<file path="src/design/swtb_pkg.sv">
package swtb_pkg;

    localparam int MAX_BUCKETS_DEF = 64;

    localparam int CFG_IDX_W  = 1;
    localparam int CFG_DATA_W = 16;

    localparam logic [CFG_IDX_W-1:0] CFG_BUCKET_SECONDS = 1'b0;
    localparam logic [CFG_IDX_W-1:0] CFG_BUCKETS_IN_USE = 1'b1;

    localparam logic [15:0] BUCKET_SECONDS_RST = 16'd1;
    localparam logic [6:0]  BUCKETS_IN_USE_RST = 7'd64;

    localparam logic ST_COUNTED = 1'b0;
    localparam logic ST_TOO_OLD = 1'b1;

    typedef struct packed {
        logic [31:0]        event_time;
        logic               use_default;
        logic signed [15:0] add_amount;
    } t_in;

    typedef struct packed {
        logic               status;
        logic [5:0]         bucket_index;
        logic signed [31:0] count_after;
        logic [6:0]         buckets_dropped;
        logic [31:0]        oldest_start;
    } t_out;

    typedef struct packed {
        logic [15:0] bucket_seconds;
        logic [6:0]  buckets_in_use;
    } t_cfg;

    typedef struct packed {
        logic        start;
        logic [31:0] dividend;
        logic [15:0] divisor;
    } t_div_req;

    typedef struct packed {
        logic        done;
        logic [31:0] quotient;
    } t_div_rsp;

endpackage

</file>
<file path="src/design/sliding_window_time_bucket_counter.sv">
// Sliding-window time-bucket counter.
// Input channel (i_in_valid / o_in_ready / i_in_data) takes one event: time,
// default flag and amount. Output channel (o_out_valid / i_out_ready /
// o_out_data) returns one result per event: status, bucket position, count
// after the add, buckets dropped and the start of the oldest bucket.
// Registers are written through i_cfg_we / i_cfg_idx / i_cfg_data; the user
// must write them only while idle, as the block itself does not enforce it.
// An event older than the window start gives its result without division; any
// other event passes the bit-serial divider, then clears each dropped
// bucket, one ring entry per cycle through the single memory write port. One
// event is in work at a time: a new event is taken only after the last result
// has left the core. Reset clears the window start and head, loads the register
// defaults, and then sweeps the count memory to zero, one entry a cycle, while
// o_in_ready stays low.
// A result sits in an output register; while the receiver stalls the block
// still takes and works on the next event, and holds its result until the
// output register frees.
module sliding_window_time_bucket_counter #(
    parameter int MAX_BUCKETS = swtb_pkg::MAX_BUCKETS_DEF
) (
    input  logic                              i_clk,
    input  logic                              i_rst_n,
    input  logic                              i_cfg_we,
    input  logic [swtb_pkg::CFG_IDX_W-1:0]    i_cfg_idx,
    input  logic [swtb_pkg::CFG_DATA_W-1:0]   i_cfg_data,
    input  logic                              i_in_valid,
    output logic                              o_in_ready,
    input  swtb_pkg::t_in                     i_in_data,
    output logic                              o_out_valid,
    input  logic                              i_out_ready,
    output swtb_pkg::t_out                    o_out_data
);

    localparam int NCAP = (MAX_BUCKETS > 127) ? 127 : MAX_BUCKETS;

    logic [15:0]        r_bsec;
    logic [6:0]         r_biu;
    swtb_pkg::t_cfg     w_cfg;
    swtb_pkg::t_div_req w_div_req;
    swtb_pkg::t_div_rsp w_div_rsp;
    logic               w_res_valid;
    logic               w_res_ready;
    swtb_pkg::t_out     w_res;
    logic               r_out_valid;
    swtb_pkg::t_out     r_out;

    always_ff @(posedge i_clk) begin
        if (!i_rst_n) begin
            r_bsec <= swtb_pkg::BUCKET_SECONDS_RST;
            r_biu  <= swtb_pkg::BUCKETS_IN_USE_RST;
        end else if (i_cfg_we) begin
            case (i_cfg_idx)
                swtb_pkg::CFG_BUCKET_SECONDS: r_bsec <= i_cfg_data;
                swtb_pkg::CFG_BUCKETS_IN_USE: r_biu  <= i_cfg_data[6:0];
                default: begin
                end
            endcase
        end
    end

    assign w_cfg.bucket_seconds = r_bsec;
    assign w_cfg.buckets_in_use = r_biu;

    swtb_div u_div (
        .i_clk   (i_clk),
        .i_rst_n (i_rst_n),
        .i_req   (w_div_req),
        .o_rsp   (w_div_rsp)
    );

    swtb_core #(
        .MAX_BUCKETS (MAX_BUCKETS)
    ) u_core (
        .i_clk       (i_clk),
        .i_rst_n     (i_rst_n),
        .i_cfg       (w_cfg),
        .i_in_valid  (i_in_valid),
        .o_in_ready  (o_in_ready),
        .i_in_data   (i_in_data),
        .o_res_valid (w_res_valid),
        .i_res_ready (w_res_ready),
        .o_res       (w_res),
        .o_div_req   (w_div_req),
        .i_div_rsp   (w_div_rsp)
    );

    // output register, refilled on the cycle it drains
    assign w_res_ready = !r_out_valid || i_out_ready;

    always_ff @(posedge i_clk) begin
        if (!i_rst_n) begin
            r_out_valid <= 1'b0;
        end else if (w_res_ready) begin
            r_out_valid <= w_res_valid;
        end
        if (w_res_valid && w_res_ready) r_out <= w_res;
    end

    assign o_out_valid = r_out_valid;
    assign o_out_data  = r_out;

    a_busy_after_transfer: assert property (@(posedge i_clk) disable iff (!i_rst_n)
        (i_in_valid && o_in_ready) |=> !o_in_ready)
        else $error("input taken again right after a transfer");

    a_too_old_zero: assert property (@(posedge i_clk) disable iff (!i_rst_n)
        (o_out_valid && o_out_data.status == swtb_pkg::ST_TOO_OLD) |->
        (o_out_data.count_after == 32'sd0 && o_out_data.buckets_dropped == 7'd0 &&
         o_out_data.bucket_index == 6'd0))
        else $error("dropped event carries nonzero fields");

    a_drop_bound: assert property (@(posedge i_clk) disable iff (!i_rst_n)
        o_out_valid |-> (o_out_data.buckets_dropped <= 7'(NCAP)))
        else $error("more buckets dropped than the window holds");

endmodule

</file>
<file path="src/design/swtb_div.sv">
module swtb_div (
    input  logic              i_clk,
    input  logic              i_rst_n,
    input  swtb_pkg::t_div_req i_req,
    output swtb_pkg::t_div_rsp o_rsp
);

    // restoring division, one quotient bit per cycle
    logic        r_busy, n_busy;
    logic        r_done, n_done;
    logic [4:0]  r_cnt, n_cnt;
    logic [31:0] r_quo, n_quo;
    logic [15:0] r_rem, n_rem;
    logic [15:0] r_div, n_div;
    logic [16:0] w_trial;
    logic [16:0] w_diff;
    logic        w_ge;

    always_comb begin
        w_trial = {r_rem, r_quo[31]};
        w_diff  = w_trial - {1'b0, r_div};
        w_ge    = (w_trial >= {1'b0, r_div});
        n_busy  = r_busy;
        n_done  = 1'b0;
        n_cnt   = r_cnt;
        n_quo   = r_quo;
        n_rem   = r_rem;
        n_div   = r_div;
        if (i_req.start) begin
            n_busy = 1'b1;
            n_cnt  = 5'd0;
            n_quo  = i_req.dividend;
            n_rem  = 16'd0;
            n_div  = i_req.divisor;
        end else if (r_busy) begin
            n_rem = w_ge ? w_diff[15:0] : w_trial[15:0];
            n_quo = {r_quo[30:0], w_ge};
            n_cnt = r_cnt + 5'd1;
            if (r_cnt == 5'd31) begin
                n_busy = 1'b0;
                n_done = 1'b1;
            end
        end
    end

    always_ff @(posedge i_clk) begin
        if (!i_rst_n) begin
            r_busy <= 1'b0;
            r_done <= 1'b0;
            r_cnt  <= 5'd0;
        end else begin
            r_busy <= n_busy;
            r_done <= n_done;
            r_cnt  <= n_cnt;
        end
        r_quo <= n_quo;
        r_rem <= n_rem;
        r_div <= n_div;
    end

    assign o_rsp.done     = r_done;
    assign o_rsp.quotient = r_quo;

endmodule

</file>
<file path="src/design/swtb_core.sv">
module swtb_core #(
    parameter int MAX_BUCKETS = swtb_pkg::MAX_BUCKETS_DEF
) (
    input  logic               i_clk,
    input  logic               i_rst_n,
    input  swtb_pkg::t_cfg     i_cfg,
    input  logic               i_in_valid,
    output logic               o_in_ready,
    input  swtb_pkg::t_in      i_in_data,
    output logic               o_res_valid,
    input  logic               i_res_ready,
    output swtb_pkg::t_out     o_res,
    output swtb_pkg::t_div_req o_div_req,
    input  swtb_pkg::t_div_rsp i_div_rsp
);

    localparam int AW   = $clog2(MAX_BUCKETS);
    localparam int SW   = ((AW > 7) ? AW : 7) + 1;
    localparam int NCAP = (MAX_BUCKETS > 127) ? 127 : MAX_BUCKETS;
    localparam logic [6:0]    N_CAP = 7'(NCAP);
    localparam logic [AW-1:0] LAST  = AW'(MAX_BUCKETS - 1);

    typedef enum logic [9:0] {
        S_INIT = 10'b0000000001,
        S_IDLE = 10'b0000000010,
        S_DIV  = 10'b0000000100,
        S_PLAN = 10'b0000001000,
        S_MUL  = 10'b0000010000,
        S_MOVE = 10'b0000100000,
        S_ZERO = 10'b0001000000,
        S_READ = 10'b0010000000,
        S_ADD  = 10'b0100000000,
        S_DONE = 10'b1000000000
    } t_state;

    // ring slot of a window position; base and offset both stay below the ring size
    function automatic logic [AW-1:0] f_slot(input logic [AW-1:0] base, input logic [6:0] off);
        logic [SW-1:0] sum;
        sum = SW'(base) + SW'(off);
        if (sum >= SW'(MAX_BUCKETS)) sum = sum - SW'(MAX_BUCKETS);
        return sum[AW-1:0];
    endfunction

    t_state r_state, n_state;

    logic [31:0]    r_mem [MAX_BUCKETS];
    logic [31:0]    r_rdata;
    logic           w_we;
    logic [AW-1:0]  w_waddr;
    logic [31:0]    w_wdata;
    logic [AW-1:0]  w_raddr;

    logic [AW-1:0]  r_clr;
    logic [31:0]    r_ws;
    logic [AW-1:0]  r_head;
    logic [31:0]    r_when;
    logic [31:0]    r_amount;
    logic [15:0]    r_secs;
    logic [6:0]     r_n;
    logic [31:0]    r_quo;
    logic [6:0]     r_d;
    logic           r_full;
    logic [6:0]     r_pos;
    logic [22:0]    r_prod;
    logic [6:0]     r_zoff;
    logic [6:0]     r_zleft;
    logic [AW-1:0]  r_slot;
    swtb_pkg::t_out r_res;

    logic           w_accept;
    logic           w_too_old;
    logic [15:0]    w_secs;
    logic [6:0]     w_n;
    logic [31:0]    w_nn;
    logic [31:0]    w_s;
    logic [31:0]    w_sum;
    logic [6:0]     w_d;
    logic           w_full;
    logic [6:0]     w_pos;

    assign o_in_ready  = (r_state == S_IDLE);
    assign o_res_valid = (r_state == S_DONE);
    assign o_res       = r_res;
    assign w_accept    = i_in_valid && o_in_ready;
    assign w_too_old   = (i_in_data.event_time < r_ws);

    always_comb begin
        w_secs = (i_cfg.bucket_seconds == 16'd0) ? 16'd1 : i_cfg.bucket_seconds;
        if (i_cfg.buckets_in_use == 7'd0) begin
            w_n = 7'd1;
        end else if (i_cfg.buckets_in_use > N_CAP) begin
            w_n = N_CAP;
        end else begin
            w_n = i_cfg.buckets_in_use;
        end
    end

    assign o_div_req.start    = w_accept && !w_too_old;
    assign o_div_req.dividend = i_in_data.event_time - r_ws;
    assign o_div_req.divisor  = w_secs;

    // how far the window moves for this event
    always_comb begin
        w_nn   = {25'd0, r_n};
        w_s    = r_quo - w_nn + 32'd1;
        w_d    = 7'd0;
        w_full = 1'b0;
        w_pos  = r_quo[6:0];
        if (r_quo >= w_nn) begin
            if (w_s >= w_nn) begin
                w_d    = r_n;
                w_full = 1'b1;
                w_pos  = 7'd0;
            end else begin
                w_d   = w_s[6:0];
                w_pos = r_n - 7'd1;
            end
        end
    end

    assign w_sum   = r_rdata + r_amount;
    assign w_raddr = f_slot(r_head, r_pos);

    always_comb begin
        w_we    = 1'b0;
        w_waddr = r_slot;
        w_wdata = w_sum;
        case (r_state)
            S_INIT: begin
                w_we    = 1'b1;
                w_waddr = r_clr;
                w_wdata = 32'd0;
            end
            S_ZERO: begin
                w_we    = 1'b1;
                w_waddr = f_slot(r_head, r_zoff);
                w_wdata = 32'd0;
            end
            S_ADD: begin
                w_we = 1'b1;
            end
            default: begin
                w_we = 1'b0;
            end
        endcase
    end

    always_ff @(posedge i_clk) begin
        if (w_we) r_mem[w_waddr] <= w_wdata;
        r_rdata <= r_mem[w_raddr];
    end

    always_comb begin
        n_state = r_state;
        case (r_state)
            S_INIT: if (r_clr == LAST) n_state = S_IDLE;
            S_IDLE: if (w_accept) n_state = w_too_old ? S_DONE : S_DIV;
            S_DIV:  if (i_div_rsp.done) n_state = S_PLAN;
            S_PLAN: n_state = S_MUL;
            S_MUL:  n_state = S_MOVE;
            S_MOVE: n_state = (r_d == 7'd0) ? S_READ : S_ZERO;
            S_ZERO: if (r_zleft == 7'd1) n_state = S_READ;
            S_READ: n_state = S_ADD;
            S_ADD:  n_state = S_DONE;
            S_DONE: if (i_res_ready) n_state = S_IDLE;
            default: n_state = S_INIT;
        endcase
    end

    always_ff @(posedge i_clk) begin
        if (!i_rst_n) begin
            r_state <= S_INIT;
            r_clr   <= '0;
            r_ws    <= 32'd0;
            r_head  <= '0;
        end else begin
            r_state <= n_state;
            if (r_state == S_INIT) r_clr <= r_clr + AW'(1);
            if (r_state == S_MOVE) begin
                r_ws   <= r_full ? r_when : r_ws + 32'(r_prod);
                r_head <= r_full ? r_head : f_slot(r_head, r_d);
            end
        end
    end

    always_ff @(posedge i_clk) begin
        case (r_state)
            S_IDLE: begin
                r_when   <= i_in_data.event_time;
                r_amount <= i_in_data.use_default ? 32'd1 : 32'(i_in_data.add_amount);
                r_secs   <= w_secs;
                r_n      <= w_n;
                r_res.status          <= swtb_pkg::ST_TOO_OLD;
                r_res.bucket_index    <= 6'd0;
                r_res.count_after     <= 32'sd0;
                r_res.buckets_dropped <= 7'd0;
                r_res.oldest_start    <= r_ws;
            end
            S_DIV: r_quo <= i_div_rsp.quotient;
            S_PLAN: begin
                r_d    <= w_d;
                r_full <= w_full;
                r_pos  <= w_pos;
            end
            S_MUL: r_prod <= 23'(r_d) * 23'(r_secs);
            S_MOVE: begin
                // new buckets sit at the top of the window after the head moves
                r_zoff  <= r_n - r_d;
                r_zleft <= r_d;
            end
            S_ZERO: begin
                r_zoff  <= r_zoff + 7'd1;
                r_zleft <= r_zleft - 7'd1;
            end
            S_READ: r_slot <= w_raddr;
            S_ADD: begin
                r_res.status          <= swtb_pkg::ST_COUNTED;
                r_res.bucket_index    <= r_pos[5:0];
                r_res.count_after     <= w_sum;
                r_res.buckets_dropped <= r_d;
                r_res.oldest_start    <= r_ws;
            end
            default: begin
            end
        endcase
    end

endmodule
</file>
<file path="config.mk">
export PLATFORM = sky130hd
export DESIGN_NAME = sliding_window_time_bucket_counter
export DESIGN_NICKNAME = d
export VERILOG_FILES = /design/src/design/swtb_pkg.sv /design/src/design/sliding_window_time_bucket_counter.sv /design/src/design/swtb_div.sv /design/src/design/swtb_core.sv
export SDC_FILE = /design/constraint.sdc
export NUM_CORES = 2
export LEC_CHECK = 0
export BUFFER_PORTS_ARGS = -buffer_cell sky130_fd_sc_hd__buf_2
export CAP_MARGIN = 20
export CELL_PAD_IN_SITES_DETAIL_PLACEMENT = 0
export CELL_PAD_IN_SITES_GLOBAL_PLACEMENT = 2
export CORE_MARGIN = 2
export CORE_UTILIZATION = 44
export DETAILED_ROUTE_END_ITERATION = 8
export HOLD_SLACK_MARGIN = 0.02
export MAX_ROUTING_LAYER = met4
export PLACE_DENSITY = 0.79
export SYNTH_ARGS = -nofsm -noshare
export SYNTH_HDL_FRONTEND = slang
export SYNTH_SLANG_ARGS = --single-unit
</file>
<file path="constraint.sdc">
create_clock -name i_clk -period 5.71 [get_ports i_clk]
set_clock_uncertainty 0.1 [all_clocks]
set_input_delay 0.571 -clock i_clk [delete_from_list [all_inputs] [get_ports i_clk]]
set_output_delay 0.571 -clock i_clk [all_outputs]
set_load 0.1 [all_outputs]
</file>
# [After elaboration in Yosys (flattened, before gate mapping)]
# Memory sizes are Yosys's and may differ from the RTL's. A register that Yosys moved wholly into a read port is not among the register bits.
# Cells that the tools add are included.
[totals] reg_bits=466 memories=1 rom_bits=0 out_inout_bits=80 latch_bits=0 ramBits=2048
[op_classes] n_mul=1 order_cmp=8 n_div=0 n_reduce_logical=21 muxes=33 addsub=18 n_shift=0 eq_ne=18 bitwise=4
[memory_table] memory="u_core.r_mem" depth=64 width=32 rd=1 rd_clocked_by_memory_dff=1 wr=1 line="swtb_core.sv:46" text="logic [31:0] r_mem [MAX_BUCKETS];"
[op_table] op="$pmux W78 S2" n=1
[op_table] op="$mux W32" n=4
[op_table] op="$pmux W10 S10" n=1
[op_table] op="$ge A32 B7 Y1" n=2
[op_table] op="$mux W10" n=6
[op_table] op="$add A32 B1 Y32 const B" n=1
[op_table] op="$add A32 B23 Y32" n=1
[op_table] op="$add A32 B32 Y32" n=1
[op_table] op="$lt A32 B32 Y1" n=1
[op_table] op="$mux W16" n=2
[op_table] op="$sub A32 B32 Y32" n=1
[op_table] op="$sub A32 B7 Y32" n=1
[op_table] op="$mux W7" n=4
[op_table] op="$pmux W7 S2" n=2
[op_table] op="$add A6 B7 Y8" n=3
[op_table] op="$ge A8 B7 Y1 const B" n=3
[op_table] op="$mul A7 B16 Y23" n=1
[op_table] op="$mux W6" n=3
[op_table] op="$sub A6 B1 Y6 const B" n=3
[op_table] op="$ge A17 B16 Y1" n=1
[op_table] op="$logic_not A16 Y1" n=1
[op_table] op="$sub A16 B16 Y16" n=1
[op_table] op="$logic_not A7 Y1" n=2
[op_table] op="$sub A7 B1 Y7 const B" n=2
[op_table] op="other kinds (32)" n=55

# [Longest topological paths before layout]
[depth] ltp_word=5 ltp_mapped=20

# [Modules after synthesis]
# A second synthesis with hierarchy kept.
[unflattened] cells_unflattened=5802 hier_area_um2=107092.7
[by_module_without_submodules] module="swtb_core" cells_each=5324 seq_area_each_um2=70337.5 area_each_um2=100143.5 n_inst=1
[by_module_without_submodules] module="swtb_div" cells_each=299 seq_area_each_um2=1901.8 area_each_um2=3644.7 n_inst=1
[by_module_without_submodules] module="sliding_window_time_bucket_counter" cells_each=179 seq_area_each_um2=2822.7 area_each_um2=3304.4 n_inst=1

# [Worst setup path after synthesis]
# No wires, ideal clock.
[synth_timing] path_kind="register to register" start="register u_core.r_amount[0]" end="memory u_core.r_mem[0][28] (data pin)" path_slack_ns=-0.206 path_stages_with_launch=14 t_arrival_ns=5.105 setup_time_ns=0.711 n_path_buf=0 path_cell_list="edfxtp_1 ha_1 inv_1 fa_1 nor2b_1 o21ai_0 a21boi_0 o41ai_1 a2111o_1 a31o_2 a21oi_1 o211ai_1 nand3_1 nor3b_1"
[synth_via] elab_chain_cells=2
[synth_rtl] item="start: declaration" line="swtb_core.sv:57" text="logic [31:0] r_amount;"
[synth_rtl] item="start signal: assignment" line="swtb_core.sv:190" text="r_amount <= i_in_data.use_default ? 32'd1 : 32'(i_in_data.add_amount);"
[synth_rtl] item="$add A32 B32 Y32" line="swtb_core.sv:121" text="assign w_sum = r_rdata + r_amount;"
[synth_rtl] item="$mux W32" line="swtb_core.sv:128" text="case (r_state)"
[synth_rtl] item="net u_core.w_wdata[28]" line="swtb_core.sv:50" text="logic [31:0] w_wdata;"
[synth_rtl] item="end: declaration" line="swtb_core.sv:46"
# The timed path passes the listed nets, and every way through them passes these cells.

# [Worst setup path in the final report]
[layout_timing] start="register u_core.r_secs[5]" end="register u_core.r_prod[22] (data pin)"
[layout_via] elab_chain_cells=1
[layout_rtl] item="start: declaration" line="swtb_core.sv:58" text="logic [15:0] r_secs;"
[layout_rtl] item="start signal: assignment" line="swtb_core.sv:191" text="r_secs <= w_secs;"
[layout_rtl] item="$mul A7 B16 Y23" line="swtb_core.sv:205" text="S_MUL: r_prod <= 23'(r_d) * 23'(r_secs);"
[layout_rtl] item="end signal: assignment" line="swtb_core.sv:205"
[layout_rtl] item="end: declaration" line="swtb_core.sv:64" text="logic [22:0] r_prod;"
# No other way between the ends.
# A chain may end at the register's enable or synchronous reset.

==> results.tsv <==
metric	value	unit
status	complete, no violations	
unrepaired setup endpoints after global routing	no	
nets	6711	
Syn Nets	6245	
GRT Overall Usage	23.3	%
area leader, netlist	edfxtp_1	
fillers	19300	
Std-Cell Rows	180	
syn avg cell area	18.2	um2
Die W	497	um
initial antenna violation count	10	
origin of the critical flop-to-flop path	u_core.r_secs[5]	
grt ovf	0	
Syn Inst Count	5862	
CTS sink count	2544	
crit path kind	flop to flop	
max_cap viols	0	
Vias per Instance	5.86	
worst hold margin	0.0741	ns
DR pass1 iterations	8	
antenna viol nets, final	0	
Hold-fix buffers, CTS	78	
Post-synth EDFFs	2411	
Clock transition at path regs	0.06	ns
CTS tree	done	
Async S/R FF share, synth	0	%
final setup fails	0	
largest net degree at the start of global routing	90	
height of the die	497	um
vias	56900	
Worst Path Arrival	5.86	ns
Worst Setup SP	u_core.r_secs[5]	
Leak	0.0413	uW
Num CTS Buffers	277	
dpl hpwl	171000	um
Synth Flop Type	edfxtp_1	
CTS resizes	0	
Worst setup EP type	flop	
Slew Viols, Final	0	
CP Max Fanout	7	
layout cells sized above 1	23.2	%
area of the core	241000	um2
DIE AREA	247000	um2
Starting Density	44.3	%
Area growth syn-to-layout	15.0	%
drt drc	0	
CTS Buffer Depth	4	
HP Start	i_in_data[16]	
post-synthesis sequential area ratio	70.2	%
H-tree lvl count	5	
fin crit share	93.8	%
Routed WL	281000	um
setup tns final	0	ns
Slew HR	24.6	%
fmax	187	MHz
Distinct cells, synth	87	
most common cell in the synthesized netlist	edfxtp_1	
minimum clock period	5.35	ns
initial DRC count	5944	
CP startpoint kind	flop	
Synth top area share	67.7	%
RePlAce Congestion	0.901	
Top-Level Pins	151	
CTS Root Cell	clkbuf_16	
via count of the first global-routing pass	57800	
Final Hold Viols	0	
worst hold-check path type	primary input to flop	
Post-Syn Area	107000	um2
Buffers on Ports	150	
routed len/inst	29.0	um
global-route wire length before repair	406000	um
critical path required time	6.21	ns
postcts setup bufs	0	
Seq cells post-synth	2544	
Slew @ Worst Pin	1.13	ns
VDD IR max	310	uV
commonest cells in the netlist	edfxtp_1 (2411), mux4_2 (640), nor2_1 (269)	
pwr/cell area	382	nW/um2
top post-synthesis cells by area	edfxtp_1 (68%), mux4_2 (13%), ha_1 (2.7%), dfxtp_1 (2.5%), fa_1 (1.5%)	
worst-skew pair later-pin latency	0.92	ns
yosys warns	0	
power by group:
group	total [uW]	switching (uW)	leakage, uW	internal (uW)
registers	23700	362	0.0231	23300
clock network	17000	7130	0.00412	9830
logic	6290	4580	0.0141	1710
per-stage QoR:
step	worst slack (ns)	util (%)	total power, uW	area, um2	cells
finish	0.355	51.0	46900	123000	9717
global route	0.0214	51.0	48500	123000	9711
CTS	0.338	51.0	47300	123000	9707
detailed placement	0.394	47.2	30400	114000	9155
global placement	0.396	47.2	30100	114000	9155
floorplan	0.0966	-	27500	107000	5862
sequential cells by signal (all words and copies together), names as in the netlist, 7 cells and up:
name,count
u_div.r_quo,32
u_core.r_d,7
u_div.r_rem,16
o_out_data,78
u_core.r_prod,23
u_div.r_div,16
u_core.r_when,32
u_core.r_rdata,32
u_core.r_state,10
u_core.o_res,78
u_core.r_mem,2048
r_biu,7
u_core.r_secs,16
u_core.r_quo,32
u_core.r_ws,32
u_core.r_amount,16
u_core.r_zleft,7
r_bsec,16
u_core.r_n,7
placed cells by master, fill, tap and decap left out, types with 11 or more instances in the layout:
cell / Yosys / layout
mux2i_1: 63 / 63
fa_1: 80 / 79
a31oi_1: 16 / 16
dfxtp_1: 133 / 133
buf_2: 7 / 150
nor2b_1: 84 / 83
nand2b_1: 36 / 36
clkbuf_16: 0 / 283
clkinv_2: 0 / 43
nor2_1: 269 / 178
mux4_2: 640 / 640
buf_4: 0 / 166
o21a_1: 23 / 23
or3_1: 12 / 12
buf_12: 0 / 48
and3_1: 19 / 19
dlygate4sd3_1: 0 / 78
nor2_4: 0 / 91
a211oi_1: 82 / 82
a21o_1: 58 / 58
xnor2_1: 81 / 78
clkbuf_1: 196 / 55
o31ai_1: 12 / 12
clkinvlp_4: 0 / 11
and2_1: 103 / 102
o211ai_1: 18 / 18
inv_1: 231 / 229
edfxtp_1: 2411 / 2411
nand2_1: 254 / 253
o21bai_1: 23 / 23
a21oi_1: 222 / 221
nor3_1: 49 / 47
xor2_1: 70 / 69
o21ai_0: 141 / 140
nand4_1: 20 / 20
ha_1: 232 / 231
clkinv_1: 2 / 52
bufinv_16: 0 / 16
nor4_1: 14 / 14
nand3_1: 54 / 53
cells by family after synthesis:
| kind of cell | synth area share [%] |
|---|---|
| DFF | 70.2 |
| buffers and inverters | 1.73 |
| AOI/OAI and AO/OA | 4.11 |
| and+or+nand+nor | 4.41 |
| muxes | 14.1 |
| xor gates and xnor gates | 1.24 |
| adders and majority gates | 4.21 |
worst max-delay path, stage by stage, from the launching register on:
cell and delay, ns:
edfxtp_1 0.48, and2_1 0.22, fa_1 0.55, inv_1 0.06
fa_1 0.53, inv_1 0.05, fa_1 0.47, inv_1 0.05
fa_1 0.47, inv_1 0.04, ha_1 0.30, a21oi_1 0.20
o21ai_0 0.20, a211oi_1 0.34, o31ai_1 0.15, a211oi_1 0.43
o21ai_0 0.15, a21oi_1 0.20, xnor2_1 0.08
final cells by class:
type,count,area (um2),share of cell area (%)
repair buffers,442,3740,3.04
multi-input cells,2830,30900,25.1
diodes,9,22.5,0.0183
flip-flops and latches,2544,75100,61.0
inverters,233,876,0.712
clock buffers,342,7340,5.97
well taps,3185,3990,3.24
clock inverters,132,1090,0.888
per-layer routing:
metal  routed length (um)  vias up  GRT usage [%]
li1                     -    24300              -
met4                13600        0           9.86
met1               111000    30000           29.4
met5                    0        -              -
met3                17400      524           3.36
met2               140000     2131           37.9
worst paths after layout:
path | slack (ns) | endpoint | cells after the start
max reg2reg | 0.36 | u_core.r_prod[22] | 18
max | 0.36 | u_core.r_prod[22] | 18
min | 0.07 | u_core.r_amount[4] | 2
min reg2reg | 0.30 | o_out_data[56] | 0
Power figures use the tool's default switching activity.
